File: config.mk
export PLATFORM = sky130hd
export DESIGN_NAME = sd_spi_host_engine_core_flat
export DESIGN_NICKNAME = d
export VERILOG_FILES = /design/src/rtl/sdh_pkg.sv /design/src/rtl/sdh_if.sv /design/src/rtl/sd_spi_host_engine_core.sv /design/src/rtl/sdh_csd_decode.sv /design/src/flat_wrapper.sv
export SDC_FILE = /design/constraint.sdc
export NUM_CORES = 1
export LEC_CHECK = 0
export ABC_AREA = 1
export BUFFER_PORTS_ARGS = -buffer_cell sky130_fd_sc_hd__buf_2
export CAP_MARGIN = 20
export CORE_UTILIZATION = 50
export CTS_CLUSTER_SIZE = 12
export DETAILED_ROUTE_END_ITERATION = 8
export PLACE_DENSITY = 0.68
export SLEW_MARGIN = 20
export SYNTH_ARGS = -nofsm -noshare
export SYNTH_HDL_FRONTEND = slang
export SYNTH_HIERARCHICAL = 1
export SYNTH_SLANG_ARGS = --single-unit
File: constraint.sdc
create_clock -name clk -period 9.48 [get_ports clk]
set_input_delay 1.422 -clock clk [delete_from_list [all_inputs] [get_ports clk]]
set_output_delay 1.422 -clock clk [all_outputs]
set_load 0.02 [all_outputs]
File: src/rtl/sdh_pkg.sv
package sdh_pkg;
  // Input request codes.
  localparam logic [2:0] CMD_INIT = 3'd0;
  localparam logic [2:0] CMD_READ = 3'd1;
  localparam logic [2:0] CMD_WRITE = 3'd2;
  localparam logic [2:0] CMD_RX = 3'd3;
  localparam logic [2:0] CMD_WBYTE = 3'd4;
  localparam logic [2:0] CMD_TICK = 3'd5;

  // Configuration register indexes.
  localparam logic [2:0] REG_IDLE_RETRIES = 3'd0;
  localparam logic [2:0] REG_INIT_RETRIES = 3'd1;
  localparam logic [2:0] REG_CSD_POLLS = 3'd2;
  localparam logic [2:0] REG_READ_POLLS = 3'd3;
  localparam logic [2:0] REG_BUSY_POLLS = 3'd4;

  localparam int CFG_W = 24;
  localparam int BLOCK_BYTES = 512;
  localparam int CSD_BYTES = 16;

  typedef enum logic [4:0] {
    PH_IDLE, PH_PWR, PH_SEND, PH_R1, PH_TICK, PH_R7, PH_OCR,
    PH_CSD_TOK, PH_CSD_DATA, PH_CSD_CRC, PH_TAIL,
    PH_RD_TOK, PH_RD_DATA, PH_RD_CRC,
    PH_WR_GAP, PH_WR_TOK, PH_WR_REQ, PH_WR_DATA, PH_WR_CRC, PH_WR_RESP, PH_WR_BUSY
  } phase_t;

  typedef struct packed {
    logic [2:0]  cmd;
    logic [31:0] lba;
    logic [31:0] block_count;
    logic [7:0]  rx_byte;
    logic [7:0]  write_byte;
  } req_t;

  typedef struct packed {
    logic        send_valid;
    logic [7:0]  tx_byte;
    logic        select_low;
    logic        fast_clock;
    logic        read_valid;
    logic [7:0]  read_byte;
    logic        want_write;
    logic        done_res;
    logic        ok;
    logic [1:0]  card_type;
    logic [31:0] sector_count;
    logic [20:0] megabytes;
  } res_t;

  // Command frame byte for a frame position.
  function automatic logic [7:0] frame_byte(input logic [2:0] f, input logic [5:0] idx,
                                            input logic [31:0] arg);
    logic [7:0] b;
    b = 8'hFF;
    case (f)
      3'd1: b = {2'b01, idx};
      3'd2: b = arg[31:24];
      3'd3: b = arg[23:16];
      3'd4: b = arg[15:8];
      3'd5: b = arg[7:0];
      default: begin
        if (idx == 6'd0) b = 8'h95;
        else if (idx == 6'd8) b = 8'h87;
      end
    endcase
    return b;
  endfunction
endpackage

File: src/rtl/sdh_if.sv
interface sdh_if #(parameter type T = logic);
  logic valid;
  logic ready;
  T     data;
  modport source (output valid, output data, input ready);
  modport sink (input valid, input data, output ready);
endinterface

File: src/rtl/sd_spi_host_engine_core.sv
// SD card SPI-mode host engine, one request per byte event. Every request is
// handled as it is accepted: the engine state is updated and at most one result
// is placed in an output register, so a request may follow each cycle while the
// result register is free or being taken. Result throughput is one per cycle,
// limited only by the output handshake; the SPI byte exchange outside sets the
// real pace.
module sd_spi_host_engine_core import sdh_pkg::*; #(
  parameter int R1_POLLS = 8
) (
  input  logic              clk,
  input  logic              rst_n,
  input  logic              cfg_we,
  input  logic [2:0]        cfg_index,
  input  logic [CFG_W-1:0]  cfg_data,
  sdh_if.sink               in_ch,
  sdh_if.source             out_ch
);
  localparam int PW = $clog2(R1_POLLS + 1);

  logic [7:0]  idle_retries_r;
  logic [15:0] init_retries_r;
  logic [19:0] csd_polls_r, read_polls_r;
  logic [23:0] busy_polls_r;

  phase_t      phase_r, phase_nxt;
  logic [2:0]  frame_r, frame_nxt;
  logic [5:0]  cidx_r, cidx_nxt;
  logic [31:0] carg_r, carg_nxt;
  logic [23:0] poll_r, poll_nxt;
  logic [15:0] retry_r, retry_nxt;
  logic [9:0]  bcnt_r, bcnt_nxt;
  logic [31:0] resp_r, resp_nxt;
  logic [127:0] csd_r, csd_nxt;
  logic        v2_r, v2_nxt, ready_r, ready_nxt, baddr_r, baddr_nxt, hc_r, hc_nxt;
  logic        sel_r, sel_nxt, fast_r, fast_nxt, opok_r, opok_nxt;
  logic [1:0]  kind_r, kind_nxt, type_r, type_nxt;
  logic [31:0] secs_r, secs_nxt, info_r, info_nxt, cur_r, cur_nxt, left_r, left_nxt;

  logic        ovalid_r;
  res_t        odata_r;
  logic        acc;
  req_t        rq;
  logic        any, snd, rv, want, done, okv;
  logic [7:0]  tx, rb;
  logic [31:0] csd_secs;
  logic [23:0] poll_inc;
  logic [23:0] tok_lim;

  sdh_csd_decode u_csd (.csd(csd_r), .sectors(csd_secs));

  assign in_ch.ready = !ovalid_r || out_ch.ready;
  assign acc = in_ch.valid && in_ch.ready;
  assign rq = in_ch.data;
  assign out_ch.valid = ovalid_r;
  assign out_ch.data = odata_r;
  assign poll_inc = poll_r + 24'd1;

  // Configuration registers.
  always_ff @(posedge clk) begin
    if (!rst_n) begin
      idle_retries_r <= 8'd10;
      init_retries_r <= 16'd2000;
      csd_polls_r <= 20'd50000;
      read_polls_r <= 20'd200000;
      busy_polls_r <= 24'd2000000;
    end else if (cfg_we) begin
      case (cfg_index)
        REG_IDLE_RETRIES: idle_retries_r <= cfg_data[7:0];
        REG_INIT_RETRIES: init_retries_r <= cfg_data[15:0];
        REG_CSD_POLLS: csd_polls_r <= cfg_data[19:0];
        REG_READ_POLLS: read_polls_r <= cfg_data[19:0];
        REG_BUSY_POLLS: busy_polls_r <= cfg_data[23:0];
        default: ;
      endcase
    end
  end

  // Engine next state for one request.
  always_comb begin
    phase_nxt = phase_r; frame_nxt = frame_r; cidx_nxt = cidx_r; carg_nxt = carg_r;
    poll_nxt = poll_r; retry_nxt = retry_r; bcnt_nxt = bcnt_r; resp_nxt = resp_r;
    csd_nxt = csd_r; v2_nxt = v2_r; ready_nxt = ready_r; baddr_nxt = baddr_r;
    hc_nxt = hc_r; sel_nxt = sel_r; fast_nxt = fast_r; opok_nxt = opok_r;
    kind_nxt = kind_r; type_nxt = type_r; secs_nxt = secs_r; info_nxt = info_r;
    cur_nxt = cur_r; left_nxt = left_r;
    any = 1'b0; snd = 1'b0; tx = 8'd0; rv = 1'b0; rb = 8'd0; want = 1'b0;
    done = 1'b0; okv = 1'b0;
    tok_lim = (phase_r == PH_CSD_TOK) ? 24'(csd_polls_r) : 24'(read_polls_r);
    if (tok_lim == 24'd0) tok_lim = 24'd1;

    case (rq.cmd)
      CMD_INIT: begin
        if (phase_r == PH_IDLE) begin
          kind_nxt = 2'd0; type_nxt = 2'd0; info_nxt = 32'd0; fast_nxt = 1'b0;
          sel_nxt = 1'b0; hc_nxt = 1'b0; v2_nxt = 1'b0;
          phase_nxt = PH_PWR; bcnt_nxt = 10'd0; snd = 1'b1; tx = 8'hFF;
        end
      end
      CMD_READ, CMD_WRITE: begin
        if (phase_r == PH_IDLE) begin
          if (!ready_r) begin
            done = 1'b1; any = 1'b1;
          end else begin
            kind_nxt = rq.cmd[1:0]; cur_nxt = rq.lba; left_nxt = rq.block_count;
            sel_nxt = 1'b1;
            if (rq.block_count == 32'd0) begin
              opok_nxt = 1'b1; sel_nxt = 1'b0; phase_nxt = PH_TAIL; snd = 1'b1; tx = 8'hFF;
            end else begin
              cidx_nxt = (rq.cmd == CMD_READ) ? 6'd17 : 6'd24;
              carg_nxt = baddr_r ? rq.lba : {rq.lba[22:0], 9'd0};
              frame_nxt = 3'd0; phase_nxt = PH_SEND; snd = 1'b1; tx = 8'hFF;
            end
          end
        end
      end
      CMD_WBYTE: begin
        if (phase_r == PH_WR_REQ) begin
          phase_nxt = PH_WR_DATA; snd = 1'b1; tx = rq.write_byte;
        end
      end
      CMD_TICK: begin
        if (phase_r == PH_TICK) begin
          if (cidx_r == 6'd0) begin
            if (retry_r >= ((idle_retries_r == 8'd0) ? 16'd1 : 16'(idle_retries_r))) begin
              opok_nxt = 1'b0; sel_nxt = 1'b0; phase_nxt = PH_TAIL;
            end else begin
              cidx_nxt = 6'd0; carg_nxt = 32'd0; frame_nxt = 3'd0; phase_nxt = PH_SEND;
            end
          end else begin
            if (retry_r >= ((init_retries_r == 16'd0) ? 16'd1 : init_retries_r)) begin
              opok_nxt = 1'b0; sel_nxt = 1'b0; phase_nxt = PH_TAIL;
            end else begin
              cidx_nxt = 6'd55; carg_nxt = 32'd0; frame_nxt = 3'd0; phase_nxt = PH_SEND;
            end
          end
          snd = 1'b1; tx = 8'hFF;
        end
      end
      CMD_RX: begin
        case (phase_r)
          PH_PWR: begin
            bcnt_nxt = bcnt_r + 10'd1; snd = 1'b1; tx = 8'hFF;
            if (bcnt_nxt >= 10'd10) begin
              sel_nxt = 1'b1; retry_nxt = 16'd0; cidx_nxt = 6'd0; carg_nxt = 32'd0;
              frame_nxt = 3'd0; phase_nxt = PH_SEND;
            end
          end
          PH_SEND: begin
            snd = 1'b1;
            if (frame_r < 3'd6) begin
              frame_nxt = frame_r + 3'd1; tx = frame_byte(frame_nxt, cidx_r, carg_r);
            end else begin
              phase_nxt = PH_R1; poll_nxt = 24'd0; tx = 8'hFF;
            end
          end
          PH_R1: begin
            poll_nxt = poll_inc;
            if (!rq.rx_byte[7] || poll_inc[PW-1:0] >= PW'(R1_POLLS) ||
                poll_inc[23:PW] != '0) begin
              snd = 1'b1; tx = 8'hFF; frame_nxt = 3'd0; phase_nxt = PH_SEND;
              case (cidx_r)
                6'd0: begin
                  if (rq.rx_byte == 8'h01) begin
                    cidx_nxt = 6'd8; carg_nxt = 32'h000001AA;
                  end else begin
                    retry_nxt = retry_r + 16'd1; phase_nxt = PH_TICK; snd = 1'b0; tx = 8'd0;
                  end
                end
                6'd8: begin
                  if (rq.rx_byte == 8'h01) begin
                    phase_nxt = PH_R7; bcnt_nxt = 10'd0; resp_nxt = 32'd0;
                  end else begin
                    v2_nxt = 1'b0; retry_nxt = 16'd0; cidx_nxt = 6'd55; carg_nxt = 32'd0;
                  end
                end
                6'd55: begin
                  cidx_nxt = 6'd41; carg_nxt = v2_r ? 32'h40000000 : 32'd0;
                end
                6'd41: begin
                  if (rq.rx_byte == 8'h00) begin
                    cidx_nxt = v2_r ? 6'd58 : 6'd16; carg_nxt = v2_r ? 32'd0 : 32'd512;
                  end else begin
                    retry_nxt = retry_r + 16'd1; phase_nxt = PH_TICK; snd = 1'b0; tx = 8'd0;
                  end
                end
                6'd58: begin
                  if (rq.rx_byte == 8'h00) begin
                    phase_nxt = PH_OCR; bcnt_nxt = 10'd0; resp_nxt = 32'd0;
                  end else begin
                    hc_nxt = 1'b0; cidx_nxt = 6'd9; carg_nxt = 32'd0;
                  end
                end
                6'd16: begin
                  cidx_nxt = 6'd9; carg_nxt = 32'd0;
                end
                6'd9: begin
                  if (rq.rx_byte == 8'h00) begin
                    phase_nxt = PH_CSD_TOK; poll_nxt = 24'd0;
                  end else begin
                    resp_nxt = 32'd0; opok_nxt = 1'b1; sel_nxt = 1'b0; phase_nxt = PH_TAIL;
                  end
                end
                6'd17: begin
                  if (rq.rx_byte != 8'h00) begin
                    opok_nxt = 1'b0; sel_nxt = 1'b0; phase_nxt = PH_TAIL;
                  end else begin
                    phase_nxt = PH_RD_TOK; poll_nxt = 24'd0;
                  end
                end
                6'd24: begin
                  if (rq.rx_byte != 8'h00) begin
                    opok_nxt = 1'b0; sel_nxt = 1'b0; phase_nxt = PH_TAIL;
                  end else begin
                    phase_nxt = PH_WR_GAP;
                  end
                end
                default: begin
                  opok_nxt = 1'b0; sel_nxt = 1'b0; phase_nxt = PH_TAIL;
                end
              endcase
            end else begin
              snd = 1'b1; tx = 8'hFF;
            end
          end
          PH_R7, PH_OCR: begin
            resp_nxt = {resp_r[23:0], rq.rx_byte}; bcnt_nxt = bcnt_r + 10'd1;
            snd = 1'b1; tx = 8'hFF;
            if (bcnt_nxt >= 10'd4) begin
              frame_nxt = 3'd0; phase_nxt = PH_SEND; carg_nxt = 32'd0;
              if (phase_r == PH_R7) begin
                v2_nxt = (resp_nxt[15:0] == 16'h01AA); retry_nxt = 16'd0; cidx_nxt = 6'd55;
              end else begin
                hc_nxt = resp_nxt[30]; cidx_nxt = 6'd9;
              end
            end
          end
          PH_CSD_TOK, PH_RD_TOK: begin
            poll_nxt = poll_inc; snd = 1'b1; tx = 8'hFF;
            if (rq.rx_byte == 8'hFE) begin
              bcnt_nxt = 10'd0;
              phase_nxt = (phase_r == PH_CSD_TOK) ? PH_CSD_DATA : PH_RD_DATA;
            end else if (rq.rx_byte != 8'hFF || poll_inc >= tok_lim) begin
              sel_nxt = 1'b0; phase_nxt = PH_TAIL;
              opok_nxt = (phase_r == PH_CSD_TOK);
              if (phase_r == PH_CSD_TOK) resp_nxt = 32'd0;
            end
          end
          PH_CSD_DATA: begin
            csd_nxt = {csd_r[119:0], rq.rx_byte};
            bcnt_nxt = bcnt_r + 10'd1; snd = 1'b1; tx = 8'hFF;
            if (bcnt_nxt >= 10'(CSD_BYTES)) begin
              phase_nxt = PH_CSD_CRC; bcnt_nxt = 10'd0;
            end
          end
          PH_CSD_CRC: begin
            bcnt_nxt = bcnt_r + 10'd1; snd = 1'b1; tx = 8'hFF;
            if (bcnt_nxt >= 10'd2) begin
              resp_nxt = csd_secs; opok_nxt = 1'b1; sel_nxt = 1'b0; phase_nxt = PH_TAIL;
            end
          end
          PH_RD_DATA: begin
            rv = 1'b1; rb = rq.rx_byte; bcnt_nxt = bcnt_r + 10'd1; snd = 1'b1; tx = 8'hFF;
            if (bcnt_r == 10'(BLOCK_BYTES - 1)) begin
              phase_nxt = PH_RD_CRC; bcnt_nxt = 10'd0;
            end
          end
          PH_WR_GAP: begin
            phase_nxt = PH_WR_TOK; snd = 1'b1; tx = 8'hFE;
          end
          PH_WR_TOK: begin
            phase_nxt = PH_WR_REQ; bcnt_nxt = 10'd0; want = 1'b1;
          end
          PH_WR_DATA: begin
            bcnt_nxt = bcnt_r + 10'd1;
            if (bcnt_r != 10'(BLOCK_BYTES - 1)) begin
              phase_nxt = PH_WR_REQ; want = 1'b1;
            end else begin
              phase_nxt = PH_WR_CRC; bcnt_nxt = 10'd0; snd = 1'b1; tx = 8'hFF;
            end
          end
          PH_WR_CRC: begin
            bcnt_nxt = bcnt_r + 10'd1; snd = 1'b1; tx = 8'hFF;
            if (bcnt_nxt >= 10'd2) phase_nxt = PH_WR_RESP;
          end
          PH_WR_RESP: begin
            snd = 1'b1; tx = 8'hFF;
            if (rq.rx_byte[4:0] != 5'h05) begin
              opok_nxt = 1'b0; sel_nxt = 1'b0; phase_nxt = PH_TAIL;
            end else begin
              phase_nxt = PH_WR_BUSY; poll_nxt = 24'd0;
            end
          end
          PH_WR_BUSY: begin
            poll_nxt = poll_inc; snd = 1'b1; tx = 8'hFF;
            if (rq.rx_byte != 8'hFF &&
                poll_inc >= ((busy_polls_r == 24'd0) ? 24'd1 : busy_polls_r)) begin
              opok_nxt = 1'b0; sel_nxt = 1'b0; phase_nxt = PH_TAIL;
            end
          end
          PH_TAIL: begin
            if (kind_r == 2'd0 && opok_r) begin
              ready_nxt = 1'b1; baddr_nxt = v2_r && hc_r; secs_nxt = resp_r;
              type_nxt = v2_r ? (hc_r ? 2'd3 : 2'd2) : 2'd1;
              info_nxt = resp_r; fast_nxt = 1'b1;
            end
            phase_nxt = PH_IDLE; done = 1'b1; okv = opok_r;
          end
          default: ;
        endcase
        // Block completion after read CRC or busy release.
        if ((phase_r == PH_RD_CRC && bcnt_r == 10'd1) ||
            (phase_r == PH_WR_BUSY && rq.rx_byte == 8'hFF)) begin
          cur_nxt = cur_r + 32'd1; left_nxt = left_r - 32'd1; snd = 1'b1; tx = 8'hFF;
          if (left_nxt == 32'd0) begin
            opok_nxt = 1'b1; sel_nxt = 1'b0; phase_nxt = PH_TAIL;
          end else begin
            cidx_nxt = (kind_r == 2'd1) ? 6'd17 : 6'd24;
            carg_nxt = baddr_r ? cur_nxt : {cur_nxt[22:0], 9'd0};
            frame_nxt = 3'd0; phase_nxt = PH_SEND;
          end
        end else if (phase_r == PH_RD_CRC) begin
          bcnt_nxt = bcnt_r + 10'd1; snd = 1'b1; tx = 8'hFF;
        end
      end
      default: ;
    endcase
    any = any | snd | rv | want | done;
  end

  // Engine state registers.
  always_ff @(posedge clk) begin
    if (!rst_n) begin
      phase_r <= PH_IDLE; frame_r <= 3'd0; cidx_r <= 6'd0; carg_r <= 32'd0;
      poll_r <= 24'd0; retry_r <= 16'd0; bcnt_r <= 10'd0; resp_r <= 32'd0;
      v2_r <= 1'b0; ready_r <= 1'b0; baddr_r <= 1'b0; hc_r <= 1'b0;
      sel_r <= 1'b0; fast_r <= 1'b0; opok_r <= 1'b0; kind_r <= 2'd0;
      type_r <= 2'd0; secs_r <= 32'd0; info_r <= 32'd0; cur_r <= 32'd0; left_r <= 32'd0;
    end else if (acc) begin
      phase_r <= phase_nxt; frame_r <= frame_nxt; cidx_r <= cidx_nxt; carg_r <= carg_nxt;
      poll_r <= poll_nxt; retry_r <= retry_nxt; bcnt_r <= bcnt_nxt; resp_r <= resp_nxt;
      v2_r <= v2_nxt; ready_r <= ready_nxt; baddr_r <= baddr_nxt; hc_r <= hc_nxt;
      sel_r <= sel_nxt; fast_r <= fast_nxt; opok_r <= opok_nxt; kind_r <= kind_nxt;
      type_r <= type_nxt; secs_r <= secs_nxt; info_r <= info_nxt; cur_r <= cur_nxt;
      left_r <= left_nxt;
    end
  end

  // CSD shift register holds payload only.
  always_ff @(posedge clk) begin
    if (acc) csd_r <= csd_nxt;
  end

  // Result register.
  always_ff @(posedge clk) begin
    if (!rst_n) begin
      ovalid_r <= 1'b0;
    end else if (in_ch.ready) begin
      ovalid_r <= acc && any;
    end
  end

  always_ff @(posedge clk) begin
    if (acc && any) begin
      odata_r <= '{send_valid: snd, tx_byte: tx, select_low: sel_nxt, fast_clock: fast_nxt,
                   read_valid: rv, read_byte: rb, want_write: want, done_res: done,
                   ok: okv, card_type: type_nxt, sector_count: info_nxt,
                   megabytes: info_nxt[31:11]};
    end
  end
endmodule

File: src/rtl/sdh_csd_decode.sv
// Capacity decode from the stored CSD register, for CSD versions 1 and 2.
module sdh_csd_decode import sdh_pkg::*; (
  input  logic [127:0] csd,
  output logic [31:0]  sectors
);
  logic [7:0]  b0, b5, b6, b7, b8, b9, b10;
  logic [21:0] c2;
  logic [11:0] c1;
  logic [2:0]  m;
  logic [3:0]  bl;
  logic [5:0]  sh;
  logic [62:0] bytes;

  assign b0 = csd[127:120];
  assign b5 = csd[87:80];
  assign b6 = csd[79:72];
  assign b7 = csd[71:64];
  assign b8 = csd[63:56];
  assign b9 = csd[55:48];
  assign b10 = csd[47:40];

  always_comb begin
    c2 = {b7[5:0], b8, b9} + 22'd1;
    c1 = {b6[1:0], b7, b8[7:6]};
    m = {b9[1:0], b10[7]};
    bl = b5[3:0];
    sh = 6'(m) + 6'd2 + 6'(bl);
    bytes = 63'({1'b0, c1} + 13'd1) << sh;
    if (b0[7:6] == 2'b01) sectors = {c2[21:0], 10'd0};
    else sectors = bytes[40:9];
  end
endmodule

File: src/flat_wrapper.sv
// flat-port wrapper written by rule: the top's interface ports become plain ports
module sd_spi_host_engine_core_flat import sdh_pkg::*;
#(
  parameter int R1_POLLS = 8
)
  (clk, rst_n, cfg_we, cfg_index, cfg_data, in_ch_valid, in_ch_data, in_ch_ready, out_ch_valid, out_ch_data, out_ch_ready);
  sdh_if #(.T(req_t)) in_ch_i ();
  sdh_if #(.T(res_t)) out_ch_i ();
  input  logic clk;
  input  logic rst_n;
  input  logic cfg_we;
  input  logic [2:0] cfg_index;
  input  logic [CFG_W-1:0] cfg_data;
  input wire logic [$bits(in_ch_i.valid)-1:0] in_ch_valid;
  input wire logic [$bits(in_ch_i.data)-1:0] in_ch_data;
  output wire logic [$bits(in_ch_i.ready)-1:0] in_ch_ready;
  output wire logic [$bits(out_ch_i.valid)-1:0] out_ch_valid;
  output wire logic [$bits(out_ch_i.data)-1:0] out_ch_data;
  input wire logic [$bits(out_ch_i.ready)-1:0] out_ch_ready;
  assign in_ch_i.valid = in_ch_valid;
  assign in_ch_i.data = in_ch_data;
  assign in_ch_ready = in_ch_i.ready;
  assign out_ch_valid = out_ch_i.valid;
  assign out_ch_data = out_ch_i.data;
  assign out_ch_i.ready = out_ch_ready;
  sd_spi_host_engine_core #(.R1_POLLS(R1_POLLS)) u_core (.clk(clk), .rst_n(rst_n), .cfg_we(cfg_we), .cfg_index(cfg_index), .cfg_data(cfg_data), .in_ch(in_ch_i), .out_ch(out_ch_i));
endmodule
==> results.cfg <==
[worst_setup_path]
cp-start-kind = flip-flop
slowest_delay_ns = 0.63
rrSetupSlack_ns = 4.59
endpoint_kind = flip-flop
worstReg2RegStart = u_core/phase_r[4]
worstReg2RegEnd = u_core/resp_r[30]
startpoint = u_core/phase_r[4]
cp_max_fo = 64
crit_required_ns = 10.02
setup.worst_path.class = flip-flop to flip-flop
crit_arrival_ns = 5.43
cp_slowest_cell = buf_4
endpoint = u_core/resp_r[30]
critPathMostFrequentCell = nand2_1
r2r_cells = 29

[die]
fp.coreArea_mm2 = 0.05781
die_h_um = 244.3
row_count = 88
io_pins = 195
die_x_um = 244.3
initial_core_util_pct = 50.77
dieArea_mm2 = 0.05967

[timing]
holdWs_ns = 0.4142
hold_violations = 0
setup_total_negative_slack_ns = 0
drv_slew = 0
setup_viol = 0
fin_crit_sh_pct = 51.56
max_freq_ghz = 0.2046
period_minus_slack_ns = 4.888
relSlewSlack_pct = 28.29
rsz0062_at_grt = no
clock_skew_ns = 0.01947
worstMarginPinSlew_ns = 1.076

[route]
ant_nets = 0
drtPass1Iterations = 6
drtIter0Drc = 3159
totalWireLength_um = 92180
vias = 29018
viasPerCell = 5.695
wire_per_inst_um = 18.09
drcViolationCount = 0

[power]
p_per_area_mw_per_mm2 = 154.9
vdd_drop_max_mv = 0.1450
leakagePower_nw = 13.69

[place]
io_buffer_count = 194
place_inst = 4997
dpl.hpwl_um = 67160
place_congestion = 0.9968

[clocking]
cts_max_level = 2
cts_tree = yes
cts-buffers-inserted = 52
cts_num_sinks = 475
ctsRootBufferMaster = clkbuf_16
hold_buffers = 0
cts.clk_slew.worst_paths_ns = 0.06
clk_latency_ns = 0.62
post_cts_buffers = 0
cts_resized = 0
cts_buffer_depth = 3

[global_route]
grt_overflow = 0
grt_use_total_pct = 30.18
grt_pass1_wl_um = 144300
first_global_vias = 25869
antenna_found_initial = 4
grt_max_degree = 90

[cells_and_area]
diodes = 0
nets = 4491
fillers = 5680
ff_latch_area_mm2 = 0.01102
instances_no_fill = 5095
drive_above_1_share_pct = 10.12
final_core_util_pct = 55.93
multi_input_area_mm2 = 0.01569
synthToLayoutAreaGrowth_pct = 10.16

[yosys]
syn_area_per_cell_um2 = 6.970
syn_nets = 4416
yosysWarnings = 6
syn_area_mm2 = 0.02935
netlist_instances = 4211

[run_status]
outcome = completed

[run]
maxCapViolCount = 0

[worst_hold_path]
hold_class = flip-flop to flip-flop
## area by class of cell
type | instances | area share, %
Clock inverter | 17 | 0.6850
Sequential cell | 475 | 34.09
Timing Repair Buffer | 217 | 3.545
Inverter | 470 | 5.468
Clock buffer | 81 | 4.733
Tap cell | 765 | 2.961
Multi-Input combinational cell | 3070 | 48.52
## worst min-delay path by stage
| stage | start | to | slack [ns] | depth (start not counted) |
|---|---|---|---|---|
| 3_3_place_gp | u_core/csd_r[22] | u_core/csd_r[30] | 0.40 | 0 |
| 6_report | u_core/csd_r[36] | u_core/csd_r[44] | 0.41 | 0 |
| 3_5_place_dp | u_core/csd_r[24] | u_core/csd_r[32] | 0.40 | 0 |
| 4_1_cts | u_core/csd_r[74] | u_core/csd_r[82] | 0.42 | 0 |
| 5_1_grt | u_core/csd_r[27] | u_core/csd_r[35] | 0.42 | 0 |
| 2_1_floorplan | u_core/csd_r[94] | u_core/csd_r[102] | 0.40 | 0 |
## state kept, by name, summed over array words and instances (netlist names), 2 cells and up
| register | flops |
|---|---|
| u_core/bcnt_r | 10 |
| u_core/busy_polls_r | 24 |
| u_core/carg_r | 32 |
| u_core/cidx_r | 6 |
| u_core/csd_polls_r | 20 |
| u_core/csd_r | 94 |
| u_core/cur_r | 32 |
| u_core/frame_r | 3 |
| u_core/idle_retries_r | 8 |
| u_core/info_r | 32 |
| u_core/init_retries_r | 16 |
| u_core/kind_r | 2 |
| u_core/left_r | 32 |
| u_core/out_ch.data | 57 |
| u_core/phase_r | 5 |
| u_core/poll_r | 24 |
| u_core/read_polls_r | 20 |
| u_core/resp_r | 32 |
| u_core/retry_r | 16 |
| u_core/type_r | 2 |
## where the power goes
part / internal (W) / total, W / switching [W]
Sequential: 0.00217 / 0.00222 / 0.0000511
Combinational: 0.000203 / 0.000704 / 0.000501
Clock: 0.00122 / 0.00208 / 0.000857
## cell usage in the layout (no fill, tap or decap), types with 52 or more instances in the layout
cell          n
a21oi_1     311
buf_2       193
clkbuf_16    52
dfxtp_1     323
edfxtp_1    151
ha_1         89
inv_1       440
nand2_1    1015
nand3_1     292
nand4_1      76
nor2_1      410
nor3_1       68
o211ai_1     59
o21ai_0     317
## critical path, delay by kind of cell, from the launching register on
family                   cells  cell delay (ns)
AO/OA/AOI/OAI                4             0.82
adder cells (fa/ha/maj)      1             0.13
buffers and inverters        4             1.13
flip-flops                   1             0.42
AND/OR/NAND/NOR             20             2.24
## metrics by stage
step / setup slack [ns] / total power (W) / cell area, um2
floorplan: 2.735 / 0.002732 / 29350
global placement: 4.575 / 0.002949 / 30570
detailed placement: 4.373 / 0.002951 / 30570
CTS: 4.650 / 0.005027 / 32320
global route: 4.091 / 0.005210 / 32330
finish: 4.592 / 0.005007 / 32330
## layer usage
layer | track usage (%) | routed length, um
met1 | 43.93 | 42020
met2 | 45.71 | 40000
met3 | 4.620 | 7405
met4 | 9.246 | 2709
met5 | 0 | 37
No activity file was read; power rests on OpenSTA's default activity.
